## config.mk

```make
export PLATFORM = sky130hd
export DESIGN_NAME = battery_monitor_display_top
export DESIGN_NICKNAME = d
export VERILOG_FILES = /design/src/sv/bmd_pkg.sv /design/src/sv/bmd_ctrl.sv /design/src/sv/bmd_datapath.sv /design/src/sv/battery_monitor_display_top.sv
export VERILOG_INCLUDE_DIRS = /design/src /design/src/sv
export SDC_FILE = /design/constraint.sdc
export NUM_CORES = 1
export LEC_CHECK = 0
export BUFFER_PORTS_ARGS = -buffer_cell sky130_fd_sc_hd__buf_2
export CAP_MARGIN = 20
export CORE_UTILIZATION = 50
export DETAILED_ROUTE_END_ITERATION = 8
export HOLD_SLACK_MARGIN = 0.08
export PLACE_DENSITY = 0.67
export SLEW_MARGIN = 20
export SYNTH_ARGS = -nofsm -noshare
export SYNTH_HDL_FRONTEND = slang
export SYNTH_SLANG_ARGS = --single-unit
```

## constraint.sdc

```tcl
create_clock -name clk -period 6 [get_ports clk]
set_input_delay 0.6 -clock clk [delete_from_list [all_inputs] [get_ports clk]]
set_output_delay 0.6 -clock clk [all_outputs]
set_load 0.02 [all_outputs]
```

## src/sv/battery_monitor_display_top_assert.svh

```systemverilog
// Assertion macros used by the battery monitor display top level.
`ifndef BATTERY_MONITOR_DISPLAY_TOP_ASSERT_SVH
`define BATTERY_MONITOR_DISPLAY_TOP_ASSERT_SVH

// Same-cycle implication, checked outside reset.
`define BMD_ASSERT_NOW(label, ante, cons, msg) \
  label: assert property (@(posedge clk) disable iff (!rst_n) (ante) |-> (cons)) \
    else $error(msg);

// Next-cycle implication, checked outside reset.
`define BMD_ASSERT_NEXT(label, ante, cons, msg) \
  label: assert property (@(posedge clk) disable iff (!rst_n) (ante) |=> (cons)) \
    else $error(msg);

`endif

```

## src/sv/bmd_pkg.sv

```systemverilog
// Shared types and constants of the battery monitor display block.
`default_nettype none

package bmd_pkg;

  // Field widths.
  localparam int ADC_W    = 12;
  localparam int REMOTE_W = 16;
  localparam int LOCAL_W  = 9;
  localparam int DIGIT_W  = 4;
  localparam int PERIOD_W = 8;
  localparam int BCD_N    = 5;
  localparam int STEP_W   = 4;
  localparam int CFG_IDX_W  = 8;
  localparam int CFG_DATA_W = 16;

  // Default ring depth.
  localparam int FILTER_DEPTH_DEF = 16;

  // Fixed-point scaling: a reading a gives a*4488/40950 (+1/2 for rounding).
  localparam logic [12:0] SCALE_NUM = 13'd4488;
  localparam logic [15:0] SCALE_DEN = 16'd40950;

  // Display and flicker codes.
  localparam logic [DIGIT_W-1:0]  BLANK_DIGIT = 4'd10;
  localparam logic [PERIOD_W-1:0] FLICK_LOW   = 8'd200;
  localparam logic [PERIOD_W-1:0] FLICK_OFF   = 8'd0;

  // Configuration register indexes.
  localparam logic [CFG_IDX_W-1:0] REG_PRODUCT_KIND = 8'd0;
  localparam logic [CFG_IDX_W-1:0] REG_FLY_LIMIT    = 8'd1;
  localparam logic [CFG_IDX_W-1:0] REG_CAR_LIMIT    = 8'd2;
  localparam logic [CFG_IDX_W-1:0] REG_LOCAL_LIMIT  = 8'd3;

  // Configuration reset values.
  localparam logic [REMOTE_W-1:0] FLY_LIMIT_RST   = 16'd370;
  localparam logic [REMOTE_W-1:0] CAR_LIMIT_RST   = 16'd1100;
  localparam logic [LOCAL_W-1:0]  LOCAL_LIMIT_RST = 9'd360;

  // Configuration register set.
  typedef struct packed {
    logic                product_kind;
    logic [REMOTE_W-1:0] fly_limit;
    logic [REMOTE_W-1:0] car_limit;
    logic [LOCAL_W-1:0]  local_limit;
  } cfg_t;

  // Commands from the controller to the datapath.
  typedef struct packed {
    logic load;
    logic acc;
    logic mul;
    logic add;
    logic div_step;
    logic conv_load;
    logic conv_step;
    logic out_load;
  } cmd_t;

  // Status from the datapath to the controller.
  typedef struct packed {
    logic out_free;
  } status_t;

endpackage

`default_nettype wire

```

## src/sv/bmd_ctrl.sv

```systemverilog
// Sequencing controller of the battery monitor display block.
`default_nettype none

module bmd_ctrl (
  input  wire logic            clk,
  input  wire logic            rst_n,
  input  wire logic            in_tvalid,
  output logic                 in_tready,
  input  wire bmd_pkg::status_t st,
  output bmd_pkg::cmd_t        cmd
);

  localparam logic [2:0] S_IDLE = 3'd0;
  localparam logic [2:0] S_ACC  = 3'd1;
  localparam logic [2:0] S_MUL  = 3'd2;
  localparam logic [2:0] S_ADD  = 3'd3;
  localparam logic [2:0] S_DIV  = 3'd4;
  localparam logic [2:0] S_SEL  = 3'd5;
  localparam logic [2:0] S_CONV = 3'd6;
  localparam logic [2:0] S_DONE = 3'd7;

  localparam logic [bmd_pkg::STEP_W-1:0] DIV_LAST  =
    bmd_pkg::STEP_W'(bmd_pkg::LOCAL_W - 1);
  localparam logic [bmd_pkg::STEP_W-1:0] CONV_LAST =
    bmd_pkg::STEP_W'(bmd_pkg::REMOTE_W - 1);

  logic [2:0]                   state_r, state_nxt;
  logic [bmd_pkg::STEP_W-1:0]   step_r, step_nxt;

  // Input is taken only when idle and out of reset.
  assign in_tready = rst_n && (state_r == S_IDLE);

  // Next state, step counter and commands.
  always_comb begin
    state_nxt = state_r;
    step_nxt  = step_r;
    cmd       = '0;
    case (state_r)
      S_IDLE: begin
        if (in_tvalid && in_tready) begin
          cmd.load  = 1'b1;
          state_nxt = S_ACC;
        end
      end
      S_ACC: begin
        cmd.acc   = 1'b1;
        state_nxt = S_MUL;
      end
      S_MUL: begin
        cmd.mul   = 1'b1;
        state_nxt = S_ADD;
      end
      S_ADD: begin
        cmd.add   = 1'b1;
        step_nxt  = '0;
        state_nxt = S_DIV;
      end
      S_DIV: begin
        cmd.div_step = 1'b1;
        step_nxt     = step_r + 1'b1;
        if (step_r == DIV_LAST) begin
          state_nxt = S_SEL;
        end
      end
      S_SEL: begin
        cmd.conv_load = 1'b1;
        step_nxt      = '0;
        state_nxt     = S_CONV;
      end
      S_CONV: begin
        cmd.conv_step = 1'b1;
        step_nxt      = step_r + 1'b1;
        if (step_r == CONV_LAST) begin
          state_nxt = S_DONE;
        end
      end
      S_DONE: begin
        if (st.out_free) begin
          cmd.out_load = 1'b1;
          state_nxt    = S_IDLE;
        end
      end
      default: begin
        state_nxt = S_IDLE;
      end
    endcase
  end

  // State registers.
  always_ff @(posedge clk) begin
    if (!rst_n) begin
      state_r <= S_IDLE;
      step_r  <= '0;
    end else begin
      state_r <= state_nxt;
      step_r  <= step_nxt;
    end
  end

endmodule

`default_nettype wire

```

## src/sv/bmd_datapath.sv

```systemverilog
// Datapath: sample ring, averaging divider, decimal conversion and result register.
`default_nettype none

module bmd_datapath #(
  parameter int FILTER_DEPTH = bmd_pkg::FILTER_DEPTH_DEF
) (
  input  wire logic                          clk,
  input  wire logic                          rst_n,
  input  wire bmd_pkg::cmd_t                 cmd,
  output bmd_pkg::status_t                   st,
  input  wire bmd_pkg::cfg_t                 cfg,
  input  wire logic [bmd_pkg::ADC_W-1:0]     in_adc,
  input  wire logic [bmd_pkg::REMOTE_W-1:0]  in_remote,
  input  wire logic                          in_tick,
  input  wire logic                          out_tready,
  output logic                               out_tvalid,
  output logic [31:0]                        out_tdata,
  output logic [1:0]                         out_tuser
);

  localparam int SLOT_W  = (FILTER_DEPTH > 1) ? $clog2(FILTER_DEPTH) : 1;
  localparam int N_W     = $clog2(FILTER_DEPTH + 1);
  localparam int TOTAL_W = bmd_pkg::ADC_W + SLOT_W;
  localparam int PROD_W  = TOTAL_W + 13;
  localparam int DEN_W   = N_W + 16;
  localparam int NUM_W   = ((PROD_W > DEN_W) ? PROD_W : DEN_W) + 1;
  localparam int DIV_W   = (NUM_W > DEN_W + bmd_pkg::LOCAL_W) ? NUM_W
                                                              : DEN_W + bmd_pkg::LOCAL_W;
  localparam int BCD_W   = bmd_pkg::BCD_N * bmd_pkg::DIGIT_W;
  localparam int LW      = bmd_pkg::LOCAL_W;
  localparam int RW      = bmd_pkg::REMOTE_W;
  localparam int DW      = bmd_pkg::DIGIT_W;

  // Latched input item.
  logic [bmd_pkg::ADC_W-1:0] adc_r;
  logic [RW-1:0]             remote_r;
  logic                      tick_r;

  // Ring buffer and running total.
  logic [bmd_pkg::ADC_W-1:0] ring_mem [FILTER_DEPTH];
  logic [bmd_pkg::ADC_W-1:0] ring_rd_r;
  logic [SLOT_W-1:0]         slot_r, slot_nxt;
  logic                      full_r, full_nxt;
  logic [TOTAL_W-1:0]        total_r, total_nxt;
  logic [bmd_pkg::ADC_W-1:0] old_sample;
  logic [N_W-1:0]            count_n;
  logic                      show_local_r;

  // Scaling and division.
  logic [PROD_W-1:0] prod_r;
  logic [DEN_W-1:0]  den_r;
  logic [DIV_W-1:0]  rem_r;
  logic [DIV_W-1:0]  dsr_r;
  logic [LW-1:0]     quo_r;
  logic              quo_bit;

  // Decimal conversion.
  logic [RW-1:0]    bin_r;
  logic [BCD_W-1:0] bcd_r;
  logic [BCD_W-1:0] bcd_adj;
  logic [DW-1:0]    dig [bmd_pkg::BCD_N];
  logic [DW-1:0]    d_hi, d_mid, d_lo;

  // Result register.
  logic                      out_valid_r;
  logic [31:0]               out_tdata_r;
  logic [1:0]                out_tuser_r;
  logic [RW-1:0]             remote_limit;
  logic                      local_low, remote_low, shown_low;
  logic [bmd_pkg::PERIOD_W-1:0] period;

  // Input capture.
  always_ff @(posedge clk) begin
    if (cmd.load) begin
      adc_r    <= in_adc;
      remote_r <= in_remote;
      tick_r   <= in_tick;
    end
  end

  // Ring memory: one write port, registered read at the current slot.
  always_ff @(posedge clk) begin
    if (cmd.acc) begin
      ring_mem[slot_r] <= adc_r;
    end
    ring_rd_r <= ring_mem[slot_r];
  end

  // Slots not yet written since reset are read as zero; they are exactly those past the fill point.
  assign old_sample = full_r ? ring_rd_r : '0;

  // Running total and slot pointer update.
  always_comb begin
    total_nxt = total_r - TOTAL_W'(old_sample) + TOTAL_W'(adc_r);
    full_nxt  = full_r;
    if (slot_r == SLOT_W'(FILTER_DEPTH - 1)) begin
      slot_nxt = '0;
      full_nxt = 1'b1;
    end else begin
      slot_nxt = slot_r + 1'b1;
    end
  end

  // Number of samples held, taken after the pointer update.
  assign count_n = full_r ? N_W'(FILTER_DEPTH) : N_W'(slot_r);

  always_ff @(posedge clk) begin
    if (!rst_n) begin
      slot_r       <= '0;
      full_r       <= 1'b0;
      total_r      <= '0;
      show_local_r <= 1'b0;
    end else begin
      if (cmd.acc) begin
        slot_r  <= slot_nxt;
        full_r  <= full_nxt;
        total_r <= total_nxt;
      end
      if (cmd.add && tick_r) begin
        show_local_r <= ~show_local_r;
      end
    end
  end

  // Scaled total and divisor, one multiplier on each path.
  always_ff @(posedge clk) begin
    if (cmd.mul) begin
      prod_r <= PROD_W'(total_r) * PROD_W'(bmd_pkg::SCALE_NUM);
      den_r  <= DEN_W'(count_n) * DEN_W'(bmd_pkg::SCALE_DEN);
    end
  end

  // Restoring division, one quotient bit a cycle, most significant first.
  assign quo_bit = (rem_r >= dsr_r);

  always_ff @(posedge clk) begin
    if (cmd.add) begin
      rem_r <= DIV_W'(prod_r) + DIV_W'(den_r >> 1);
      dsr_r <= DIV_W'(den_r) << (LW - 1);
      quo_r <= '0;
    end else if (cmd.div_step) begin
      if (quo_bit) begin
        rem_r <= rem_r - dsr_r;
      end
      dsr_r <= dsr_r >> 1;
      quo_r <= {quo_r[LW-2:0], quo_bit};
    end
  end

  // Shift-and-add-3 correction of every BCD digit.
  always_comb begin
    for (int i = 0; i < bmd_pkg::BCD_N; i++) begin
      if (bcd_r[i*DW +: DW] >= 4'd5) begin
        bcd_adj[i*DW +: DW] = bcd_r[i*DW +: DW] + 4'd3;
      end else begin
        bcd_adj[i*DW +: DW] = bcd_r[i*DW +: DW];
      end
    end
  end

  // Binary to BCD conversion, one bit a cycle.
  always_ff @(posedge clk) begin
    if (cmd.conv_load) begin
      bin_r <= show_local_r ? RW'(quo_r) : remote_r;
      bcd_r <= '0;
    end else if (cmd.conv_step) begin
      bcd_r <= {bcd_adj[BCD_W-2:0], bin_r[RW-1]};
      bin_r <= {bin_r[RW-2:0], 1'b0};
    end
  end

  // Leading three digits of the decimal string.
  always_comb begin
    for (int i = 0; i < bmd_pkg::BCD_N; i++) begin
      dig[i] = bcd_r[i*DW +: DW];
    end
    if (dig[4] != '0) begin
      d_hi = dig[4]; d_mid = dig[3]; d_lo = dig[2];
    end else if (dig[3] != '0) begin
      d_hi = dig[3]; d_mid = dig[2]; d_lo = dig[1];
    end else if (dig[2] != '0) begin
      d_hi = dig[2]; d_mid = dig[1]; d_lo = dig[0];
    end else if (dig[1] != '0) begin
      d_hi = dig[1]; d_mid = dig[0]; d_lo = bmd_pkg::BLANK_DIGIT;
    end else begin
      d_hi = dig[0]; d_mid = bmd_pkg::BLANK_DIGIT; d_lo = bmd_pkg::BLANK_DIGIT;
    end
  end

  // Threshold checks and flicker period.
  assign remote_limit = cfg.product_kind ? cfg.car_limit : cfg.fly_limit;
  assign local_low    = (quo_r < cfg.local_limit);
  assign remote_low   = (remote_r < remote_limit);
  assign shown_low    = show_local_r ? local_low : remote_low;
  assign period       = (tick_r && shown_low) ? bmd_pkg::FLICK_LOW : bmd_pkg::FLICK_OFF;

  // The result register may be refilled once its transaction completes.
  assign st.out_free = !out_valid_r || out_tready;

  always_ff @(posedge clk) begin
    if (!rst_n) begin
      out_valid_r <= 1'b0;
    end else if (cmd.out_load) begin
      out_valid_r <= 1'b1;
    end else if (out_tready) begin
      out_valid_r <= 1'b0;
    end
  end

  always_ff @(posedge clk) begin
    if (cmd.out_load) begin
      out_tdata_r <= {2'b00, (local_low || remote_low), period, d_lo, d_mid, d_hi, quo_r};
      out_tuser_r <= {tick_r, show_local_r};
    end
  end

  assign out_tvalid = out_valid_r;
  assign out_tdata  = out_tdata_r;
  assign out_tuser  = out_tuser_r;

endmodule

`default_nettype wire

```

## src/sv/battery_monitor_display_top.sv

```systemverilog
// Top level of the battery monitor display block.
//
// Channel  Direction  Signals                                   Purpose
// in_      slave      in_tvalid/in_tready, in_tdata, in_tuser   raw sample, remote volts, tick
// out_     master     out_tvalid/out_tready, out_tdata, out_tuser  digits, voltages, alarm
// cfg_     slave      cfg_valid/cfg_ready, cfg_index, cfg_data  threshold registers
//
// An item passes through the one-bit-per-cycle divider forming the mean and then the
// bit-serial BCD converter; the next item is accepted only after its result is loaded.
// Reset (rst_n low, synchronous) empties the sample ring by clearing its fill flag
// and holds in_tready and cfg_ready low; no clearing pass is needed. The result sits
// in an output register, so a stalled out_tready only holds the block once the next
// result is finished.
`default_nettype none

module battery_monitor_display_top #(
  parameter int FILTER_DEPTH = bmd_pkg::FILTER_DEPTH_DEF
) (
  input  wire logic        clk,
  input  wire logic        rst_n,
  // Input item channel.
  input  wire logic        in_tvalid,
  output logic             in_tready,
  input  wire logic [31:0] in_tdata,   // adc_sample[11:0], remote_volts[27:12], zero[31:28]
  input  wire logic [0:0]  in_tuser,   // tick_five_sec[0]
  // Result channel.
  output logic             out_tvalid,
  input  wire logic        out_tready,
  output logic [31:0]      out_tdata,  // local_volts[8:0], digit_hi[12:9], digit_mid[16:13],
                                       // digit_lo[20:17], flicker_period[28:21],
                                       // alarm_on[29], zero[31:30]
  output logic [1:0]       out_tuser,  // shows_local[0], flicker_update[1]
  // Configuration write channel.
  input  wire logic        cfg_valid,
  output logic             cfg_ready,
  input  wire logic [bmd_pkg::CFG_IDX_W-1:0]  cfg_index,
  input  wire logic [bmd_pkg::CFG_DATA_W-1:0] cfg_data
);

  bmd_pkg::cfg_t    cfg_r;
  bmd_pkg::cmd_t    cmd;
  bmd_pkg::status_t st;

  // Configuration registers; writes are taken whenever the block is out of reset.
  assign cfg_ready = rst_n;

  always_ff @(posedge clk) begin
    if (!rst_n) begin
      cfg_r.product_kind <= 1'b0;
      cfg_r.fly_limit    <= bmd_pkg::FLY_LIMIT_RST;
      cfg_r.car_limit    <= bmd_pkg::CAR_LIMIT_RST;
      cfg_r.local_limit  <= bmd_pkg::LOCAL_LIMIT_RST;
    end else if (cfg_valid) begin
      case (cfg_index)
        bmd_pkg::REG_PRODUCT_KIND: cfg_r.product_kind <= cfg_data[0];
        bmd_pkg::REG_FLY_LIMIT:    cfg_r.fly_limit    <= cfg_data;
        bmd_pkg::REG_CAR_LIMIT:    cfg_r.car_limit    <= cfg_data;
        bmd_pkg::REG_LOCAL_LIMIT:  cfg_r.local_limit  <= cfg_data[bmd_pkg::LOCAL_W-1:0];
        default: ;
      endcase
    end
  end

  // Controller.
  bmd_ctrl u_ctrl (
    .clk       (clk),
    .rst_n     (rst_n),
    .in_tvalid (in_tvalid),
    .in_tready (in_tready),
    .st        (st),
    .cmd       (cmd)
  );

  // Datapath.
  bmd_datapath #(
    .FILTER_DEPTH (FILTER_DEPTH)
  ) u_datapath (
    .clk        (clk),
    .rst_n      (rst_n),
    .cmd        (cmd),
    .st         (st),
    .cfg        (cfg_r),
    .in_adc     (in_tdata[11:0]),
    .in_remote  (in_tdata[27:12]),
    .in_tick    (in_tuser[0]),
    .out_tready (out_tready),
    .out_tvalid (out_tvalid),
    .out_tdata  (out_tdata),
    .out_tuser  (out_tuser)
  );

  // Checks on the sequencing and on the result encoding.
`include "battery_monitor_display_top_assert.svh"

  `BMD_ASSERT_NEXT(a_one_item_at_a_time, in_tvalid && in_tready, !in_tready,
    "input accepted again before the current item finished")
  `BMD_ASSERT_NOW(a_digits_in_range,
    out_tvalid, (out_tdata[12:9] <= bmd_pkg::BLANK_DIGIT) &&
    (out_tdata[16:13] <= bmd_pkg::BLANK_DIGIT) &&
    (out_tdata[20:17] <= bmd_pkg::BLANK_DIGIT), "digit code out of range")
  `BMD_ASSERT_NOW(a_local_in_range, out_tvalid, out_tdata[8:0] <= 9'd449,
    "local voltage above full scale")
  `BMD_ASSERT_NOW(a_period_only_on_tick, out_tvalid && !out_tuser[1],
    out_tdata[28:21] == bmd_pkg::FLICK_OFF, "flicker period set without a tick")

endmodule

`default_nettype wire
```

==> impl_metrics.toml <==
[critical_path]
crit_path_end_kind = "flip-flop"
path_class = "flip-flop to flip-flop"
start_kind = "flip-flop"
crit_chain = "ha_1 > ha_1 > inv_1 > fa_1 > inv_1 > ha_1 > inv_1 > fa_1 > inv_1 > ha_1 > o21a_1 > a2111oi_0 > o31ai_1 > o21ai_0 > o221ai_1 > xor2_1"
slowest_delay_ps = 670
r2r_cells = 16
cp.required_ps = 6350
path_max_fanout = 6
arrival_ps = 5060
slowest_stage = "a2111oi_0"

[synthesis]
synth_xor_area_share_pct = 2.69
synth_area_mm2 = 0.0260
synth_ff_type = "edfxtp_1"
async_flop_share_pct = 0
synthMuxAreaShare_pct = 7.58
ys_ff_latch = 480
synth-edff-count = 359
synth_cells = 2221
ys_seq_area_share_pct = 50.7
synthSimpleGateAreaFrac_pct = 9.47
avgSynthCellArea_um2 = 11.7
synth_compound_area_share_pct = 11.1
synth-adder-area-share_pct = 13.9
synth_top_family_by_area = "adder cells"
synth_cell_types = 84
ys_warn_count = 0

[placement]
portBuffers = 87
dp_hpwl_um = 39200
globalplace.congestion = 0.915
placed_area_mm2 = 0.0272

[cts]
clk_pin_slew_ps = 60
cts_hold_buf = 0
cts_tree = "yes"
cts-root-buf = "clkbuf_16"
cts-htree-levels = 2
cts_buffer_depth = 3
tritoncts.num_buffers = 51
cts_sinks = 480
cts_setup_buffers = 0
cts_resized = 0
insertion_delay_ps = 630

[sta]
worstMarginPinSlew_ps = 1060
min_period_ps = 4710
clock-skew-final_ps = 34.1
rsz0062_at_grt = "no"
fin_setup_tns_ps = 0
slew_headroom_pct = 29.1
finalSetupViolCount = 0
hold_viol = 0
finalMaxSlewViolations = 0
fin_crit_sh_pct = 78.4
timing.fmax_ghz = 0.212

[pwr]
vdd_ir_drop_max_mv = 0.343
power.leakage_nw = 11.7
power_density_mw_per_mm2 = 472

[routing]
first_pass_iters = 5
drc = 0
vias_per_cell = 5.62
drt_wl_total_um = 56300
wl_per_cell_um = 18.6
drtIter0Drc = 1049
vias = 17017
ant_nets = 0

[finish]
antenna_cells = 0
fin_area_mm2 = 0.0290
drive_above_1_share_pct = 12.9
layout.nets = 2630
post-route-util_pct = 56.3
fillerInstances = 4246
area_delta_synth_final_pct = 11.2

[die]
dieArea_mm2 = 0.0530
initial_core_util_pct = 50.7
pin_count = 99
die_width_um = 230
die_h_um = 230
row_count = 83
core_mm2 = 0.0514

[min_path]
worstHoldPathCells = 1
hp-class = "primary input to flip-flop"

[global_routing]
gr-total-overflow = 0
grt_pass1_wl_um = 90200
grt_pass1_vias = 16935
grt_util_all_layers_pct = 21.5
antenna_found_initial = 0
grt_max_degree = 55

[flow_run]
cap_violations = 0

[status]
outcome = "finished, final reports clean"
[area by class of cell]
type / instances / area, um2 / area share, %
Clock buffer: 68 / 1390 / 4.80
Clock inverter: 28 / 317 / 1.09
Inverter: 207 / 777 / 2.68
Multi-Input combinational cell: 1452 / 11700 / 40.6
Sequential cell: 480 / 13200 / 45.6
Tap cell: 680 / 851 / 2.94
Timing Repair Buffer: 115 / 669 / 2.31
[path summary, 6_finish.rpt]
| path | from | endpoint | slack (ps) |
|---|---|---|---|
| max | u_datapath.total_r[5] | u_datapath.prod_r[27] | 1290 |
| min | in_tdata[5] | u_datapath.adc_r[5] | 140 |
| max reg2reg | u_datapath.total_r[5] | u_datapath.prod_r[27] | 1290 |
| min reg2reg | cfg_r[13] | cfg_r[13] | 450 |
[worst max-delay path, delay by kind of cell, from the launching register on]
| kind | cells | cell delay [ps] |
|---|---|---|
| flip-flops | 1 | 450 |
| XOR/XNOR | 1 | 160 |
| buffers and inverters | 4 | 190 |
| AO/OA/AOI/OAI | 5 | 1440 |
| adder cells (fa/ha/maj) | 6 | 2170 |
[power breakdown]
| group | internal (W) | leakage (nW) | switching [W] |
|---|---|---|---|
| logic | 0.00237 | 6.61 | 0.00334 |
| registers | 0.00438 | 4.26 | 0.000399 |
| clock network | 0.00182 | 0.835 | 0.00134 |
| total | 0.00858 | 11.7 | 0.00508 |
[layout by cell type, fill, tap and decap left out, types with 11 or more instances in the layout]
master and count:
clkinv_2 14, nand4_1 13, a31oi_1 11, nor3_1 25, buf_4 26, o22ai_1 14
o21ai_0 120, mux2i_1 60, nand3b_1 11, buf_2 87, nor2_1 130, nand2b_1 29
inv_1 205, xnor2_1 50, a21o_1 26, and2_1 24, nand2_1 193, o21bai_1 14
edfxtp_1 359, mux4_2 60, a21oi_1 127, xor2_1 30, dfxtp_1 119, fa_1 46
nand3_1 36, a211oi_1 20, nor2b_1 13, clkbuf_16 51, ha_1 215, clkbuf_1 12
o21a_1 26
[registers in the layout, summed over array words and instances, names as in the netlist]
register / cells
u_datapath.prod_r: 26
u_datapath.show_local_r: 1
u_datapath.dsr_r: 29
u_datapath.full_r: 1
u_datapath.adc_r: 12
u_datapath.out_tuser: 2
u_datapath.quo_r: 9
u_datapath.ring_mem: 192
u_datapath.tick_r: 1
u_ctrl.state_r: 3
u_datapath.rem_r: 30
cfg_r: 42
u_datapath.out_tdata: 23
u_datapath.remote_r: 16
u_datapath.out_tvalid: 1
u_datapath.bcd_r: 20
u_datapath.total_r: 16
u_ctrl.step_r: 4
u_datapath.ring_rd_r: 12
u_datapath.slot_r: 4
u_datapath.bin_r: 16
u_datapath.den_r: 20
[cell families (layout without fill, tap and decap cells)]
logic type / count (synthesis) / count (layout)
other: 1 / 9
adders and majority gates: 261 / 261
DFF: 480 / 480
AOI/OAI and AO/OA: 449 / 449
xor gates and xnor gates: 80 / 80
muxes: 122 / 122
and+or+nand+nor: 531 / 531
buffers and inverters: 297 / 418
[metal layers]
| layer | wire, um | GRT usage (%) | vias up |
|---|---|---|---|
| met4 | 994 | 5.61 | 0 |
| met3 | 2570 | 2.83 | 74 |
| met2 | 27200 | 36.2 | 431 |
| met1 | 25600 | 29.3 | 8301 |
| met5 | 0 | 0 | - |
| li1 | - | - | 8211 |
[per-stage QoR]
| step | cells | hold WS (ps) | setup WS (ps) | total power, W |
|---|---|---|---|---|
| global route | 3030 | 120 | 1080 | 0.0146 |
| finish | 3030 | 142 | 1290 | 0.0137 |
| floorplan | 2229 | 406 | 1400 | 0.00918 |
| CTS | 3028 | 116 | 1290 | 0.0137 |
| global placement | 2932 | 441 | 1260 | 0.0103 |
| detailed placement | 2932 | 448 | 1340 | 0.0105 |
[cells in the mapped netlist (7+ instances only)]
cell / number / area (um2)
buf_4: 10 / 75.1
o21ai_0: 120 / 601
a211oi_1: 20 / 150
and2_1: 24 / 150
a31oi_1: 11 / 68.8
nor2b_1: 17 / 106
o211ai_1: 7 / 52.6
mux4_2: 60 / 1350
edfxtp_1: 359 / 10800
a21o_1: 26 / 195
a21oi_1: 127 / 636
o2111ai_1: 7 / 61.3
xnor2_1: 50 / 438
inv_1: 205 / 769
and3_1: 8 / 50.1
buf_2: 12 / 60.1
nand2_1: 194 / 728
or3_1: 9 / 56.3
nand3_1: 36 / 180
o21a_1: 26 / 195
nor2_1: 135 / 507
ha_1: 215 / 2690
xor2_1: 30 / 263
a22o_1: 9 / 78.8
mux2i_1: 60 / 601
clkbuf_1: 62 / 233
o21bai_1: 14 / 105
nand3b_1: 11 / 82.6
dfxtp_1: 121 / 2420
fa_1: 46 / 921
nor3_1: 29 / 145
or2_2: 7 / 43.8
o22ai_1: 14 / 87.6
nand2b_1: 29 / 181
o221ai_1: 8 / 70.1
nand4_1: 13 / 81.3
o31a_1: 8 / 70.1
Note: power is estimated with default switching activity, not from simulation.
